### src/rtl/core/escfr_pkg.sv
// Shared types and constants for the escaped frame receiver.
package escfr_pkg;

    // Framing bytes
    localparam logic [7:0] BYTE_SOF     = 8'h7E;
    localparam logic [7:0] BYTE_ESC     = 8'h7D;
    localparam logic [7:0] ESC_XOR_MASK = 8'h20;
    localparam logic [7:0] SUM_INIT     = 8'hFF;

    // Input word kinds (carried on s_tuser)
    localparam logic [1:0] FUNC_BYTE    = 2'd0;
    localparam logic [1:0] FUNC_RELEASE = 2'd1;
    localparam logic [1:0] FUNC_READ    = 2'd2;

    // Result status codes
    localparam logic [2:0] ST_OK       = 3'd0;
    localparam logic [2:0] ST_FRAME    = 3'd1;
    localparam logic [2:0] ST_CHECKSUM = 3'd2;
    localparam logic [2:0] ST_OVERFLOW = 3'd3;
    localparam logic [2:0] ST_HELD     = 3'd4;
    localparam logic [2:0] ST_INDEX    = 3'd5;

    // Configuration register indexes
    localparam logic CFG_ESCAPE_ENABLE = 1'b0;
    localparam logic CFG_PAYLOAD_LIMIT = 1'b1;

    // Output buffer depth
    localparam int FIFO_DEPTH = 3;

    // Receive phase, one-hot
    typedef enum logic [7:0] {
        PH_HUNT  = 8'b0000_0001,
        PH_ID    = 8'b0000_0010,
        PH_DEST  = 8'b0000_0100,
        PH_SRC   = 8'b0000_1000,
        PH_SIZE  = 8'b0001_0000,
        PH_DATA  = 8'b0010_0000,
        PH_CHECK = 8'b0100_0000,
        PH_HELD  = 8'b1000_0000
    } phase_t;

    // Result word, status in the lowest bits
    typedef struct packed {
        logic [7:0] read_byte;
        logic [7:0] frame_len;
        logic [7:0] src_addr;
        logic [7:0] dest_addr;
        logic [7:0] frame_id;
        logic       frame_ready;
        logic [2:0] status;
    } result_t;

endpackage

### src/rtl/core/escaped_frame_receiver_core.sv
// Escaped frame receiver: deframer, payload memory and output buffer.
//
// Usage:
//   s_ channel: one word per item. s_tuser selects the kind (raw byte,
//   release held frame, read payload byte); s_tdata carries the raw byte
//   and the read index. m_ channel: one result word per input word, with
//   status, held flag, header fields, size and the byte read back.
//   cfg_ port: plain register writes, only while the block is idle.
// Throughput: one word per cycle while s_tready is high. Each word does one
//   read-modify-write of the frame state, one payload memory read and at most one write.
// Path: each accepted word's result and its synchronous memory read are registered
//   in the in-flight stage, then written into the output buffer that drives m_.
// Stall: results queue in a three-word buffer; s_tready drops only when the
//   buffered results plus the word in flight already fill it, so no result is lost.
// Reset: frame state goes to hunting, registers to their defaults, buffer
//   empties. The payload memory is not cleared; only bytes stored by the
//   current frame are ever read back.
module escaped_frame_receiver_core
    import escfr_pkg::*;
#(
    parameter int PAYLOAD_MAX = 64
) (
    input  logic        aclk,
    input  logic        aresetn,
    // input channel
    input  logic        s_tvalid,
    output logic        s_tready,
    input  logic [15:0] s_tdata,   // [7:0] rx_byte, [13:8] read_index, [15:14] zero
    input  logic [1:0]  s_tuser,   // [1:0] func
    // result channel
    output logic        m_tvalid,
    input  logic        m_tready,
    output logic [47:0] m_tdata,   // [2:0] status, [3] frame_ready, [11:4] frame_id,
                                   // [19:12] dest_addr, [27:20] src_addr,
                                   // [35:28] frame_len, [43:36] read_byte, [47:44] zero
    // configuration
    input  logic        cfg_wr_en,
    input  logic        cfg_index,
    input  logic [6:0]  cfg_data
);

    localparam int ADDR_W = (PAYLOAD_MAX > 1) ? $clog2(PAYLOAD_MAX) : 1;
    localparam int CNT_W  = $clog2(PAYLOAD_MAX + 1);

    // configuration registers
    logic       escape_enable_reg;
    logic [6:0] payload_limit_reg;

    // frame state
    phase_t             phase_reg, phase_next;
    logic               esc_pending_reg, esc_pending_next;
    logic [7:0]         sum_reg, sum_next;
    logic [CNT_W-1:0]   stored_reg, stored_next;
    logic [7:0]         len_reg, len_next;
    logic [7:0]         id_reg, id_next;
    logic [7:0]         dest_reg, dest_next;
    logic [7:0]         src_reg, src_next;

    // payload memory
    logic [7:0]         payload_mem [PAYLOAD_MAX];
    logic [7:0]         rd_data_reg;
    logic               mem_we;

    // in-flight stage (waiting for memory read data)
    logic               a_valid_reg;
    result_t            a_res_reg;
    logic               a_rd_ok_reg;

    // output buffer
    result_t            fifo_mem [FIFO_DEPTH];
    logic [1:0]         wr_ptr_reg, rd_ptr_reg;
    logic [1:0]         fifo_cnt_reg;

    logic               s_accept, m_accept;
    logic [1:0]         func;
    logic [7:0]         rx_byte;
    logic [5:0]         read_index;
    logic [7:0]         b_dec;
    logic [7:0]         limit;
    logic [2:0]         status;
    logic               rd_ok;
    result_t            res_now;
    result_t            push_res;

    assign func       = s_tuser;
    assign rx_byte    = s_tdata[7:0];
    assign read_index = s_tdata[13:8];

    assign s_tready = (3'(fifo_cnt_reg) + 3'(a_valid_reg)) < 3'(FIFO_DEPTH);
    assign s_accept = s_tvalid && s_tready;
    assign m_tvalid = (fifo_cnt_reg != 2'd0);
    assign m_accept = m_tvalid && m_tready;
    assign m_tdata  = {4'b0000, fifo_mem[rd_ptr_reg]};

    // effective payload limit
    assign limit = (payload_limit_reg > 7'(PAYLOAD_MAX)) ? 8'(PAYLOAD_MAX)
                                                         : {1'b0, payload_limit_reg};

    // configuration writes
    always_ff @(posedge aclk) begin
        if (!aresetn) begin
            escape_enable_reg <= 1'b0;
            payload_limit_reg <= 7'd64;
        end else if (cfg_wr_en) begin
            case (cfg_index)
                CFG_ESCAPE_ENABLE: escape_enable_reg <= cfg_data[0];
                CFG_PAYLOAD_LIMIT: payload_limit_reg <= cfg_data;
                default: ;
            endcase
        end
    end

    // next frame state for the incoming word
    always_comb begin
        phase_next       = phase_reg;
        esc_pending_next = esc_pending_reg;
        sum_next         = sum_reg;
        stored_next      = stored_reg;
        len_next         = len_reg;
        id_next          = id_reg;
        dest_next        = dest_reg;
        src_next         = src_reg;
        status           = ST_OK;
        mem_we           = 1'b0;
        rd_ok            = 1'b0;
        b_dec            = (escape_enable_reg && esc_pending_reg) ? (rx_byte ^ ESC_XOR_MASK)
                                                                  : rx_byte;

        case (func)
            FUNC_BYTE: begin
                if (phase_reg == PH_HELD) begin
                    status = ST_HELD;
                end else if (escape_enable_reg && rx_byte == BYTE_ESC) begin
                    if (esc_pending_reg) begin
                        status = ST_FRAME;
                    end else begin
                        esc_pending_next = 1'b1;
                    end
                end else if (escape_enable_reg && rx_byte == BYTE_SOF && phase_reg != PH_HUNT) begin
                    status = ST_FRAME;
                end else begin
                    if (escape_enable_reg) begin
                        esc_pending_next = 1'b0;
                    end
                    case (phase_reg)
                        PH_HUNT: begin
                            if (b_dec != BYTE_SOF) begin
                                status = ST_FRAME;
                            end else begin
                                sum_next   = SUM_INIT;
                                phase_next = PH_ID;
                            end
                        end
                        PH_ID: begin
                            id_next    = b_dec;
                            sum_next   = sum_reg - b_dec;
                            phase_next = PH_DEST;
                        end
                        PH_DEST: begin
                            dest_next  = b_dec;
                            sum_next   = sum_reg - b_dec;
                            phase_next = PH_SRC;
                        end
                        PH_SRC: begin
                            src_next   = b_dec;
                            sum_next   = sum_reg - b_dec;
                            phase_next = PH_SIZE;
                        end
                        PH_SIZE: begin
                            if (b_dec == 8'd0) begin
                                status = ST_FRAME;
                            end else begin
                                stored_next = '0;
                                len_next    = b_dec;
                                sum_next    = sum_reg - b_dec;
                                phase_next  = PH_DATA;
                            end
                        end
                        PH_DATA: begin
                            if (8'(stored_reg) >= limit) begin
                                status = ST_OVERFLOW;
                            end else begin
                                mem_we      = 1'b1;
                                stored_next = stored_reg + CNT_W'(1);
                                sum_next    = sum_reg - b_dec;
                                if (8'(stored_next) == len_reg) begin
                                    phase_next = PH_CHECK;
                                end
                            end
                        end
                        PH_CHECK: begin
                            if (b_dec != sum_reg) begin
                                status = ST_CHECKSUM;
                            end else begin
                                phase_next = PH_HELD;
                            end
                        end
                        default: ;
                    endcase
                end
                // any error restarts the frame
                if (status != ST_OK && status != ST_HELD) begin
                    phase_next       = PH_HUNT;
                    esc_pending_next = 1'b0;
                    sum_next         = SUM_INIT;
                    stored_next      = '0;
                    len_next         = 8'd0;
                end
            end
            FUNC_RELEASE: begin
                phase_next       = PH_HUNT;
                esc_pending_next = 1'b0;
                sum_next         = SUM_INIT;
                stored_next      = '0;
                len_next         = 8'd0;
            end
            FUNC_READ: begin
                if (8'(read_index) < 8'(stored_reg) && 8'(read_index) < 8'(PAYLOAD_MAX)) begin
                    rd_ok = 1'b1;
                end else begin
                    status = ST_INDEX;
                end
            end
            default: ;
        endcase
    end

    // result fields known at accept time
    always_comb begin
        res_now.status      = status;
        res_now.frame_ready = (phase_next == PH_HELD);
        res_now.frame_id    = id_next;
        res_now.dest_addr   = dest_next;
        res_now.src_addr    = src_next;
        res_now.frame_len   = len_next;
        res_now.read_byte   = 8'd0;
    end

    // frame state registers
    always_ff @(posedge aclk) begin
        if (!aresetn) begin
            phase_reg       <= PH_HUNT;
            esc_pending_reg <= 1'b0;
            sum_reg         <= SUM_INIT;
            stored_reg      <= '0;
            len_reg         <= 8'd0;
            id_reg          <= 8'd0;
            dest_reg        <= 8'd0;
            src_reg         <= 8'd0;
        end else if (s_accept) begin
            phase_reg       <= phase_next;
            esc_pending_reg <= esc_pending_next;
            sum_reg         <= sum_next;
            stored_reg      <= stored_next;
            len_reg         <= len_next;
            id_reg          <= id_next;
            dest_reg        <= dest_next;
            src_reg         <= src_next;
        end
    end

    // payload memory: one write port, one registered read port
    always_ff @(posedge aclk) begin
        if (s_accept && mem_we) begin
            payload_mem[stored_reg[ADDR_W-1:0]] <= b_dec;
        end
        if (s_accept) begin
            rd_data_reg <= payload_mem[read_index[ADDR_W-1:0]];
        end
    end

    // in-flight stage
    always_ff @(posedge aclk) begin
        if (!aresetn) begin
            a_valid_reg <= 1'b0;
        end else begin
            a_valid_reg <= s_accept;
        end
        if (s_accept) begin
            a_res_reg   <= res_now;
            a_rd_ok_reg <= rd_ok;
        end
    end

    // merge memory data into the result
    always_comb begin
        push_res           = a_res_reg;
        push_res.read_byte = a_rd_ok_reg ? rd_data_reg : 8'd0;
    end

    // output buffer
    always_ff @(posedge aclk) begin
        if (!aresetn) begin
            wr_ptr_reg   <= 2'd0;
            rd_ptr_reg   <= 2'd0;
            fifo_cnt_reg <= 2'd0;
        end else begin
            if (a_valid_reg) begin
                wr_ptr_reg <= (wr_ptr_reg == 2'(FIFO_DEPTH - 1)) ? 2'd0 : wr_ptr_reg + 2'd1;
            end
            if (m_accept) begin
                rd_ptr_reg <= (rd_ptr_reg == 2'(FIFO_DEPTH - 1)) ? 2'd0 : rd_ptr_reg + 2'd1;
            end
            fifo_cnt_reg <= fifo_cnt_reg + 2'(a_valid_reg) - 2'(m_accept);
        end
    end

    always_ff @(posedge aclk) begin
        if (a_valid_reg) begin
            fifo_mem[wr_ptr_reg] <= push_res;
        end
    end

    // checks
    a_no_fifo_overflow: assert property (@(posedge aclk) disable iff (!aresetn)
        a_valid_reg |-> (fifo_cnt_reg < 2'(FIFO_DEPTH) || m_accept))
        else $error("output buffer overflow");

    a_stored_bound: assert property (@(posedge aclk) disable iff (!aresetn)
        8'(stored_reg) <= 8'(PAYLOAD_MAX))
        else $error("payload count beyond memory depth");

    a_data_len: assert property (@(posedge aclk) disable iff (!aresetn)
        (phase_reg == PH_DATA) |-> (len_reg != 8'd0 && 8'(stored_reg) < len_reg))
        else $error("payload phase with inconsistent length");

endmodule

### config.mk
export PLATFORM = sky130hd
export DESIGN_NAME = escaped_frame_receiver_core
export DESIGN_NICKNAME = d
export VERILOG_FILES = /design/src/rtl/core/escfr_pkg.sv /design/src/rtl/core/escaped_frame_receiver_core.sv
export SDC_FILE = /design/constraint.sdc
export NUM_CORES = 1
export LEC_CHECK = 0
export BUFFER_PORTS_ARGS = -buffer_cell sky130_fd_sc_hd__buf_2
export CORE_ASPECT_RATIO = 0.6
export CORE_MARGIN = 4
export CORE_UTILIZATION = 31
export DETAILED_ROUTE_END_ITERATION = 10
export PLACE_DENSITY = 0.59
export SLEW_MARGIN = 20
export SYNTH_ARGS = -nofsm -noshare
export SYNTH_HDL_FRONTEND = slang
export SYNTH_SLANG_ARGS = --single-unit
### constraint.sdc
create_clock -name aclk -period 3.9 [get_ports aclk]
set_input_delay 0.39 -clock aclk [delete_from_list [all_inputs] [get_ports aclk]]
set_output_delay 0.39 -clock aclk [all_outputs]
set_load 0.01 [all_outputs]
==> results by stage, run 1 <==
Yosys:
- The average cell area after synthesis is 17.8 um2.
- The prevailing post-synth register cell is sky130_fd_sc_hd__edfxtp_1.
- The post-synthesis instance area is 0.0308 mm2.
- The synthesized design contains 762 register bits.
- The cell accounting for the most synthesized area is sky130_fd_sc_hd__edfxtp_1.
- The synthesis warning total is 0.
- The number of different library cells in the post-synthesis netlist is 76.
- For this run, asynchronously set or reset flops after synthesis account for 0%.
- The count of flip-flops with a built-in enable after synthesis is 689.
- Sorting the synthesized cells by area gives the leading types as sky130_fd_sc_hd__edfxtp_1 (67%), sky130_fd_sc_hd__mux4_2 (12%), sky130_fd_sc_hd__dfxtp_1 (4.7%).
- Sorting the synthesized cells by how often they occur yields sky130_fd_sc_hd__edfxtp_1 (689), sky130_fd_sc_hd__mux4_2 (168), sky130_fd_sc_hd__nand2_1 (121).
- The area share of the largest cell type after synthesis is 67.2%.
- The most common cell in the synthesized netlist is sky130_fd_sc_hd__edfxtp_1.
- The post-synthesis sequential area ratio is 72.0%.
- The number of cells produced by synthesis is 1733.

Critical path:
- The startpoint of the worst setup timing path is phase_reg[1].
- Along the worst path, the maximum fanout reaches 10.
- The total buffers and inverters traversed by the critical path is 3.
- Traced cell by cell, the critical path runs through nor4_4 > a31oi_1 > o21ai_4 > nand3_4 > nor3b_1 > buf_4 > and2_1 > nand3_1 > buf_4 > nor2_1 > buf_4.
- The logic depth of the worst path, buffers included is 11.
- The kind of start point of the critical path is a register.
- For this run, the slowest stage of the critical path takes 460 ps.
- The critical path ends at payload_mem[50][1].
- The number of cells on the worst reg-to-reg path is 11.
- Data on the critical path is required at its endpoint by 4250 ps.
- The startpoint identified for the worst register-to-register timing path is phase_reg[1].
- The slack of the worst reg-to-reg path is 340 ps.
- The cell type group with the largest total delay on the critical path is simple AND/OR/NAND/NOR gates.
- The worst register-to-register path ends at payload_mem[50][1].
- The endpoint type of the worst setup path is a register.
- Among all stages on the critical path, the largest delay is contributed by sky130_fd_sc_hd__dfxtp_1.
- At the worst endpoint, the arrival time is 3910 ps.
- By instance count, the cell type seen most on the critical path is sky130_fd_sc_hd__buf_4.
- The kind of critical path is reg -> reg.

Timing:
- The final critical-path share of the clock period is 91.2%.
- Setup repair after global routing left no endpoint under its margin.
- The pin slew with the least headroom to its limit is 955 ps.
- The worst setup margin is 345 ps.
- Clock skew on the completed layout was measured at 33.2 ps.
- The fmax is 281 MHz.
- The max-slew headroom at the worst pin is 36.2%.
- The final period demand of the worst path is 3560 ps.
- Setup violations remaining at the end of the flow were counted as 0.
- The number of max-slew violations in the final report is 0.
- The summed negative setup slack over all endpoints is 0 ps.
- The final hold violation count is 0.
- The tightest hold path in the finished design has a slack of 45.5 ps.

Placed design:
- The worst setup slack before clock tree synthesis is 399 ps.
- Once placement completed, the tool counted placed cells totaling 3163.
- During placement, the flow inserted port buffers numbering 74.
- At the end of routability-driven placement, the weighted congestion stood at 0.899.
- The HPWL reported at the end of detailed placement is 52200 um.

Worst hold path:
- The tightest min-delay check is of the in -> reg type.

Layout:
- Compared with the post-synthesis result, the final layout area differs by 16.6%.
- After the last flow step, the layout net total stands at 1978.
- The number of flip-flops in the largest register is 512.
- The share of final-layout standard cells stronger than drive strength 1 is 25.9%.
- For this run, the number of standard cells in the final layout without fillers is 3293.
- The repair_antennas step left the layout with diodes totalling 0.

Floorplan:
- Pin placement for this block handled 81 I/O pins.
- The x dimension of the die is 415 um.
- The core area is 0.0984 mm2.
- The total die area is 0.105 mm2.
- The starting density of the core is 31.3%.
- The number of rows in the core area is 89.
- The floorplan step set the die height to 252 um.

Clock network:
- The number of gates given a new drive strength after cts is 0.
- The source-to-sink clock delay at the later pin of the worst-skew pair is 660 ps.
- The post-CTS setup-driven buffer insertion count is 0.
- Counting along the longest clock path gives a buffer depth of 3.
- The H-tree was split into 3 levels.
- TritonCTS built the clock tree.
- Clock tree synthesis found a total of 762 sinks.
- The clock-pin transition on the worst setup and hold timing paths is 70 ps.
- The number of buffers added by the clock tree synthesis step is 70.
- In this run, post-CTS hold repair placed 6 buffers.
- The cell at the root of the clock tree is sky130_fd_sc_hd__clkbuf_16.

Route:
- The total number of vias is 16.7k.
- The post-detailed-route wirelength per cell is 23.4 um.
- Dividing the detail-routed via count by the number of cells gives 5.06.
- The final routed wirelength across all metal layers is 77200 um.
- The DRC marker count from the first detailed-route iteration is 1776.
- The number of detailed-route iterations in the first pass is 5.
- The number of nets with antenna violations after routing is 0.
- The remaining routing DRC violations is 0.

Global routing:
- The via count of the first global-routing pass came to 16.3k.
- Entering global routing, the biggest net connects 69 pins.
- The first global-routing pass estimated 112000 um of wire.
- The total routing usage reported by global routing is 14.6%.
- The initial antenna violation count came to 11.
- Summed over all layers, the global routing overflow is 0.

Pwr:
- The final total power is 17.6 mW.
- The worst vdd rail ir drop is 284 uV.
- The cell area power density is 491 mW/mm2.
- In this run the static leakage power is 11.6 nW.

Flow run:
- The tool flagged a number of max-cap violations equal to 0.

Status:
- The run finished with clean final reports.
[cells in the final DEF, fill, tap and decap left out, types with 25 or more instances in the layout]
cell / n
sky130_fd_sc_hd__nor2_1: 97
sky130_fd_sc_hd__mux4_2: 168
sky130_fd_sc_hd__buf_2: 72
sky130_fd_sc_hd__a21oi_1: 25
sky130_fd_sc_hd__clkbuf_16: 70
sky130_fd_sc_hd__nor2b_1: 25
sky130_fd_sc_hd__edfxtp_1: 689
sky130_fd_sc_hd__nand3_1: 34
sky130_fd_sc_hd__buf_4: 125
sky130_fd_sc_hd__nand2_1: 120
sky130_fd_sc_hd__o21ai_0: 57
sky130_fd_sc_hd__mux2i_1: 59
sky130_fd_sc_hd__dfxtp_1: 71
[kinds of logic after synthesis]
family,share of synthesized area (%)
muxes,14.8
buffers and inverters,1.68
AOI/OAI and AO/OA,3.87
other,0.0122
DFF,72.0
xor gates and xnor gates,0.598
and+or+nand+nor,6.06
adders and majority gates,1.04
[where the power goes]
part / internal [mW] / total [mW] / switching [mW]
registers: 9.13 / 9.25 / 0.123
clock network: 3.82 / 6.93 / 3.11
logic: 0.551 / 1.43 / 0.881
total: 13.5 / 17.6 / 4.11
[metrics by stage]
step | utilization [%] | cell area (um2)
after floorplan | - | 30800
after global placement | 34.0 | 33500
after detailed placement | 34.0 | 33500
after CTS | 36.5 | 35900
after global routing | 36.5 | 35900
final | 36.5 | 35900
[worst reg2reg max path: cells and delay by family, from the launching register on]
kind / cells / cell delay, ps
flip-flops: 1 / 460
AO/OA/AOI/OAI: 2 / 530
buffers and inverters: 3 / 670
AND/OR/NAND/NOR: 6 / 1610
[worst min-delay path by stage]
stage,depth (start not counted),slack [ps],end,start
floorplan,2,430,payload_limit_reg[0],payload_limit_reg[0]
global placement,2,440,dest_reg[7],dest_reg[7]
detailed placement,2,450,dest_reg[7],dest_reg[7]
CTS,3,1,payload_limit_reg[6],cfg_data[6]
global route,3,50,payload_limit_reg[6],cfg_data[6]
finish,3,50,payload_limit_reg[6],cfg_data[6]
[per-layer routing]
metal / vias up / GRT usage (%) / wire (um)
li1: 7229 / - / -
met1: 8683 / 22.1 / 35800
met2: 645 / 19.5 / 31500
met3: 98 / 5.75 / 8570
met4: 0 / 2.98 / 1260
met5: - / 0 / 0
[area by class of cell]
type	count	area (um2)
fill	9115	62500
sequential	762	22200
multi-input combinational	850	8160
clock buffer	86	1830
tap	1319	1650
timing repair buffer	211	1510
clock inverter	38	485
inverter	27	101
Power figures use the tool's default switching activity.
==> run 2: changes to the inputs <==
CORE_MARGIN = 2   (was 4)
PLACE_DENSITY = 0.52   (was 0.59)
==> run 2 against run 1 <==
Combinational power barely moved; wire length rose by 1.5%; clock skew fell by 14 ps; global-route usage rose by 0.64 points; core utilization rose by 0.29 points; die area fell by 2.5%; first-iteration DRC count rose by 5.9%; cell count rose by 0.43%; register-to-register slack improved by 110 ps; count of clock-buffer cells in the layout rose by 11; sequential share of layout area fell by 0.42 points; maximum frequency rose by 3.2%; critical endpoint is now sum_reg[7]; highest routed layer unchanged.
==> results by stage, run 2 (same netlist as run 1, synthesis figures left out) <==
Status:
- The run finished with clean final reports.

Clock network:
- CTS placed an instance of sky130_fd_sc_hd__clkbuf_16 at the clock tree root.
- The clock-pin transition on the worst setup and hold timing paths is 70 ps (about the same).
- The CTS sink count is 762 (unchanged).
- The TritonCTS clock tree is yes.
- The source-to-sink clock delay at the later pin of the worst-skew pair was 640 ps (-20 ps).
- The number of buffers added by the clock tree synthesis step is 75 (+7.1%).
- The maximum buffer depth of the clock tree was 3 (unchanged).
- The count of H-tree levels built during CTS is 3 (unchanged).
- The number of gates given a new drive strength after cts is 0 (unchanged).

Critical path:
- The slack of the worst reg-to-reg path is 450 ps (+110 ps).
- The largest fanout of any net on the critical path is 16 (+6).
- In this run the critical register-to-register path is captured at sum_reg[7].
- The number of cells on the worst reg-to-reg path is 14 (+3).
- The arrival time at the worst endpoint was 3990 ps (+80 ps).
- The critical path starts at esc_pending_reg.
- The worst setup path is captured at a register.
- The worst endpoint required time is 4450 ps (+200 ps).
- The worst setup path is of the reg -> reg kind.
- In this run the critical register-to-register path is launched from esc_pending_reg.
- Following the worst setup path forward leads to its endpoint at sum_reg[7].
- The worst setup path is launched from a register.

Route:
- The total number of vias is 16.5k (-0.83%).
- The final routed wirelength across all metal layers was 78300 um (+1.5%).
- The remaining routing DRC violations came to 0 (unchanged).
- The post-detailed-route wirelength per cell was 23.7 um (+1.1%).
- The DRC marker count from the first detailed-route iteration is 1881 (+5.9%).
- The number of vias per cell came to 4.99 (-1.3%).
- The number of detailed-route iterations in the first pass was 5 (unchanged).
- The number of nets with antenna violations after routing is 0 (unchanged).

Timing:
- The final period demand of the worst path is 3450 ps (-109 ps).
- The final critical-path share of the clock period is 88.4% (-2.8 points).
- Setup repair after global routing left no endpoint under its margin.
- The tightest hold margin is 39.7 ps (-5.77 ps).
- The number of max-slew violations in the final report is 0 (unchanged).
- The clock skew after layout is 19.4 ps (-13.8 ps).
- The pin slew with the least headroom to its limit is 955 ps (+0.149 ps).
- The summed negative setup slack over all endpoints is 0 ps (unchanged).
- The final setup violation count is 0 (unchanged).
- The final hold violation count came to 0 (unchanged).
- The fmax is 290 MHz (+3.2%).
- The max-slew headroom at the worst pin came to 36.3% (+0.14 points).

Floorplan:
- The starting density of the core is 31.3% (+0.035 points).
- The total die area is 0.102 mm2 (-2.5%).
- The core area is 0.0983 mm2 (-0.11%).
- The number of placed I/O pins is 81 (unchanged).
- The x dimension of the die is 411 um (-0.96%).
- The number of rows in the core area came to 89 (unchanged).
- The overall die height came to 248 um (-1.6%).

Layout:
- In the layout the commonest cells are sky130_fd_sc_hd__edfxtp_1 (689), sky130_fd_sc_hd__mux4_2 (168), sky130_fd_sc_hd__buf_4 (129), sky130_fd_sc_hd__nand2_1 (120), sky130_fd_sc_hd__nor2_1 (97).
- The area of the multi-input gates is 0.00816 mm2 (unchanged).
- The number of flip-flops in the largest register was 512 (unchanged).
- The combined flip-flop and latch cell area is 0.0222 mm2 (unchanged).
- The most common cell after layout, fill and taps aside is sky130_fd_sc_hd__edfxtp_1.
- The post-layout utilization of the core is 36.8% (+0.29 points).
- The total number of nets in the final design is 1982 (+0.20%).
- The relative area change from synthesis to final layout is 17.4%.
- The number of fillers in the final layout is 9052 (-0.69%).
- The share of final-layout standard cells stronger than drive strength 1 is 26.6% (+0.69 points).

Pwr:
- The final total power was 18.3 mW (+4.1%).
- The worst vdd rail ir drop is 259 uV (-8.7%).
- The cell area power density is 508 mW/mm2 (+3.4%).
- The leakage power summed over all cells is 11.7 nW (+1.1%).

Global routing:
- The total grt overflow is 0 (unchanged).
- The largest net degree at the start of global routing is 81 (+17%).
- The via count of the first global-routing pass is 16.0k (-1.9%).
- The total routing usage reported by global routing is 15.2% (+0.64 points).
- The first-pass GRT wire length was 112000 um (-0.12%).
- The initial antenna violation count is 6 (-5).

Flow run:
- The number of max-cap violations came to 0 (unchanged).

Placed design:
- The HPWL reported at the end of detailed placement is 51300 um (-1.6%).
- The routability-driven placement congestion ratio is 0.833 (-7.4%).
- The quantity of I/O buffers inserted on ports is 74 (unchanged).

Worst hold path:
- The start point of the worst hold path is cfg_data[6].
- The worst hold path belongs to the class in -> reg.
-- run 2: layout make-up --
cell class	instances	share of cell area (%)
Sequential cell	762	61.3
Multi-Input combinational cell	850	22.6
Clock buffer	97	5.54
Tap cell	1319	4.57
Timing Repair Buffer	210	4.13
Clock inverter	41	1.60
Inverter	27	0.280
Antenna cell	1	0.00692
-- run 2: through the flow --
step | worst slack, ps | std cells | area, um2
floorplan | 32.7 | 1736 | 30800
global placement | 132 | 3167 | 33500
detailed placement | 213 | 3167 | 33500
CTS | 528 | 3306 | 36100
global route | 186 | 3307 | 36100
finish | 453 | 3307 | 36100
-- run 2: worst min path at each step --
stage	to	slack [ps]	cells after the start
finish	payload_limit_reg[6]	40	3
CTS	payload_limit_reg[3]	3	3
detailed placement	dest_reg[3]	450	2
global placement	dest_reg[6]	440	2
floorplan	payload_limit_reg[0]	430	2
global route	payload_limit_reg[3]	20	3
-- run 2: repair_timing --
action / 4_1_cts / 5_1_grt
hold endpoints to repair: 1 / 0
hold buffers: 1 / 0
buffers inserted: 0 / 0
-- run 2: worst max-delay path, cell delays in order, from the launching register on --
cell                       delay (ps)
sky130_fd_sc_hd__dfxtp_1          420
sky130_fd_sc_hd__nand3b_1         140
sky130_fd_sc_hd__nand2_2           90
sky130_fd_sc_hd__inv_1             60
sky130_fd_sc_hd__ha_1             350
sky130_fd_sc_hd__nand4_1          110
sky130_fd_sc_hd__nor3_1           370
sky130_fd_sc_hd__buf_4            200
sky130_fd_sc_hd__or2_2            110
sky130_fd_sc_hd__o21ai_0          110
sky130_fd_sc_hd__a22oi_2          360
sky130_fd_sc_hd__buf_4            250
sky130_fd_sc_hd__a31oi_2          300
sky130_fd_sc_hd__and4b_1          310
sky130_fd_sc_hd__o31ai_1          180
-- run 2: where the power goes --
group | internal [mW] | switching, mW | total [mW]
clock | 4.51 | 3.13 | 7.64
sequential | 9.13 | 0.113 | 9.25
combinational | 0.545 | 0.908 | 1.45
total | 14.2 | 4.15 | 18.3
-- run 2: metal layers --
| metal | global-route usage (%) | up-vias | share of wire [%] |
|---|---|---|---|
| met5 | 0 | - | 0 |
| met1 | 23.5 | 8616 | 49 |
| met2 | 20.9 | 538 | 41 |
| li1 | - | 7257 | - |
| met3 | 4.40 | 105 | 8.4 |
| met4 | 3.33 | 0 | 1.6 |
==> run 3: changes to the inputs <==
CTS_BUF_LIST = sky130_fd_sc_hd__clkbuf_4 sky130_fd_sc_hd__clkbuf_8   (was default)
REMOVE_ABC_BUFFERS = 1   (was default)
==> run 3 against run 2 <==
Die area is the same; flip-flop and latch count is the same; maximum frequency shrank 0.32%; cell count grew 2.6%; clock skew grew 30 ps; highest routed layer is now met5; via count grew 1.6%.
==> results by stage, run 3 (same netlist as run 1, synthesis figures left out) <==
Timing:
- The pin slew with the least headroom to its limit came to 897 ps (-58.2 ps).
- The number of max-slew violations in the final report is 0 (unchanged).
- Setup repair after global routing left no endpoint under its margin.
- The final setup violation count is 0 (unchanged).
- The clock skew after layout is 49.2 ps (+29.7 ps).
- The final critical-path share of the clock period is 88.7% (+0.29 points).
- The final period demand of the worst path is 3460 ps (+11.2 ps).
- The fmax is 289 MHz (-0.32%).
- The worst setup margin came to 442 ps (-11.2 ps).
- The summed negative setup slack over all endpoints is 0 ps (unchanged).
- The max-slew headroom at the worst pin was 40.2% (+3.9 points).
- The final hold violation count is 0 (unchanged).

Clock network:
- The post-CTS setup-driven buffer insertion count came to 0 (unchanged).
- The TritonCTS clock tree is yes.
- In this run the clock root is driven by a sky130_fd_sc_hd__clkbuf_8.
- The clock-pin transition on the worst setup and hold timing paths was 70 ps (about the same).
- The number of gates given a new drive strength after cts is 0 (unchanged).
- The number of buffers added by the clock tree synthesis step is 107 (+43%).
- The CTS sink count is 762 (unchanged).
- The maximum buffer depth of the clock tree is 3 (unchanged).
- The count of H-tree levels built during CTS came to 3 (unchanged).
- The source-to-sink clock delay at the later pin of the worst-skew pair came to 770 ps (+130 ps).
- The number of buffers added to fix hold violations after cts is 18 (+17).

Floorplan:
- The number of rows in the core area is 89 (unchanged).
- The starting density of the core came to 31.3% (unchanged).
- The core area is 0.0983 mm2 (unchanged).
- The total die area was 0.102 mm2 (unchanged).
- The overall die height is 248 um (unchanged).
- The x dimension of the die came to 411 um (unchanged).
- The number of placed I/O pins is 81 (unchanged).

Flow run:
- The number of max-cap violations is 0 (unchanged).

Route:
- The number of nets with antenna violations after routing is 0 (unchanged).
- The number of vias per cell was 4.95 (-0.94%).
- The total number of vias is 16.8k (+1.6%).
- The remaining routing DRC violations is 0 (unchanged).
- The post-detailed-route wirelength per cell is 23.3 um (-1.8%).
- The final routed wirelength across all metal layers was 78900 um (+0.74%).
- The DRC marker count from the first detailed-route iteration came to 1712 (-9.0%).
- The number of detailed-route iterations in the first pass is 5 (unchanged).

Global routing:
- The total grt overflow is 0 (unchanged).
- The initial antenna violation count is 5 (-1).
- The largest net degree at the start of global routing is 72 (-11%).
- The via count of the first global-routing pass was 16.5k (+3.5%).
- The total routing usage reported by global routing is 15.4% (+0.18 points).
- The first-pass GRT wire length is 114000 um (+1.4%).

Pwr:
- The cell area power density is 477 mW/mm2 (-5.9%).
- The cell-internal power is 13.1 mW (-8.0%).
- The clock share of power is 37.6% (-4.1 points).
- The sequential fraction of design power is 53.8% (+3.4 points).
- The combinational fraction of design power came to 8.6% (+0.7 points).
- The switching portion of total power is 23.9% (+1.3 points).
- The switching power summed over all nets was 4.11 mW (-0.92%).
- The worst vdd rail ir drop is 263 uV (+1.4%).
- The leakage power summed over all cells is 11.7 nW (about the same).

Layout:
- The most common cell after layout, fill and taps aside is sky130_fd_sc_hd__edfxtp_1.
- In the layout the commonest cells are sky130_fd_sc_hd__edfxtp_1 (689), sky130_fd_sc_hd__mux4_2 (168), sky130_fd_sc_hd__buf_4 (134), sky130_fd_sc_hd__nand2_1 (120), sky130_fd_sc_hd__clkbuf_8 (117).
- The share of final-layout standard cells stronger than drive strength 1 is 29.1% (+2.5 points).
- The number of flip-flops in the largest register was 512 (unchanged).
- The total number of nets in the final design was 2035 (+2.7%).
- Relative to the synthesized area, the layout overhead comes to 16.8%.
- The post-layout instance area came to 0.0360 mm2 (-0.50%).

Placed design:
- The worst setup slack before clock tree synthesis is 261 ps (+47.3 ps).
- The HPWL reported at the end of detailed placement is 53800 um (+4.7%).
- The quantity of I/O buffers inserted on ports is 74 (unchanged).
- The post-placement cell area is 0.0335 mm2 (about the same).
- The routability-driven placement congestion ratio is 0.881 (+5.8%).

Critical path:
- The worst endpoint required time is 4330 ps (-120 ps).
- The largest fanout of any net on the critical path came to 8 (-8).
- The arrival time at the worst endpoint came to 3890 ps (-100 ps).
- The number of cells on the worst reg-to-reg path came to 14 (unchanged).
- STA classifies the critical path startpoint as a register.
- The slack of the worst reg-to-reg path is 440 ps (about the same).
- The critical path is of the reg -> reg type.
- STA classifies the critical path endpoint as a register.

Worst hold path:
- The type of the most critical hold path is in -> reg.
- The cell count of the worst hold path was 2 (-1).

Status:
- The flow ran to the end, and the final reports show no timing, DRC or antenna violations.
## run 3: cell count changes in the layout (fill, tap and decap cells not counted), sizes merged
cell         before  now
buf             208  212
bufinv           13    2
clkbuf           98  166
clkinv           22   28
clkinvlp          5    0
diode             1    5
dlygate4sd3       1   18
inv              28   31
## run 3: final timing paths
| check | startpoint | endpoint |
|---|---|---|
| min reg2reg | dest_reg[4] | dest_reg[4] |
| max | payload_limit_reg[6] | payload_mem[20][4] |
| min | s_tuser[0] | a_res_reg[0] |
| max reg2reg | payload_limit_reg[6] | payload_mem[20][4] |
## run 3: critical path: stages (launching register included)
cell                      delay, ps
sky130_fd_sc_hd__dfxtp_1        330
sky130_fd_sc_hd__inv_1          140
sky130_fd_sc_hd__nand2_1         80
sky130_fd_sc_hd__ha_1           300
sky130_fd_sc_hd__a21oi_1        140
sky130_fd_sc_hd__o21ai_0        100
sky130_fd_sc_hd__a21oi_1        230
sky130_fd_sc_hd__nor2b_1        300
sky130_fd_sc_hd__nor3b_1        290
sky130_fd_sc_hd__buf_4          180
sky130_fd_sc_hd__and2_1         180
sky130_fd_sc_hd__nand3_1        260
sky130_fd_sc_hd__buf_4          280
sky130_fd_sc_hd__nor2_1         110
sky130_fd_sc_hd__buf_4          210
## run 3: power by group through the flow
stage | clock [mW] | sequential, mW | combinational [mW]
2_1_floorplan | 0 | 9.43 | 0.681
3_3_place_gp | 0 | 9.41 | 1.46
3_5_place_dp | 0 | 9.42 | 1.47
4_1_cts | 6.63 | 9.24 | 1.49
5_1_grt | 6.99 | 9.25 | 1.60
6_report | 6.46 | 9.24 | 1.47
## run 3: final cells by class
type | count | area [um2]
inverters | 27 | 101
well taps | 1319 | 1650
fillers | 9086 | 62400
flip-flops and latches | 762 | 22200
multi-input cells | 850 | 8140
repair buffers | 231 | 1680
clock buffers | 165 | 1960
diodes | 5 | 12.5
clock inverters | 34 | 250
## run 3: layer usage
metal	part of all wire (%)	GRT usage, %	up-vias
met5	0.016	0	-
met4	1.5	3.53	2
met3	11	6.33	96
met2	39	19.5	597
met1	49	23.8	8721
li1	-	-	7370
## run 3: through the flow
step	hold slack (ps)	power [mW]	instances	utilization [%]
6_report	102	17.2	3393	36.6
4_1_cts	6.46	17.4	3388	36.6
3_3_place_gp	440	10.9	3171	34.1
2_1_floorplan	432	10.1	1639	-
3_5_place_dp	449	10.9	3171	34.1
5_1_grt	74.6	17.8	3392	36.6
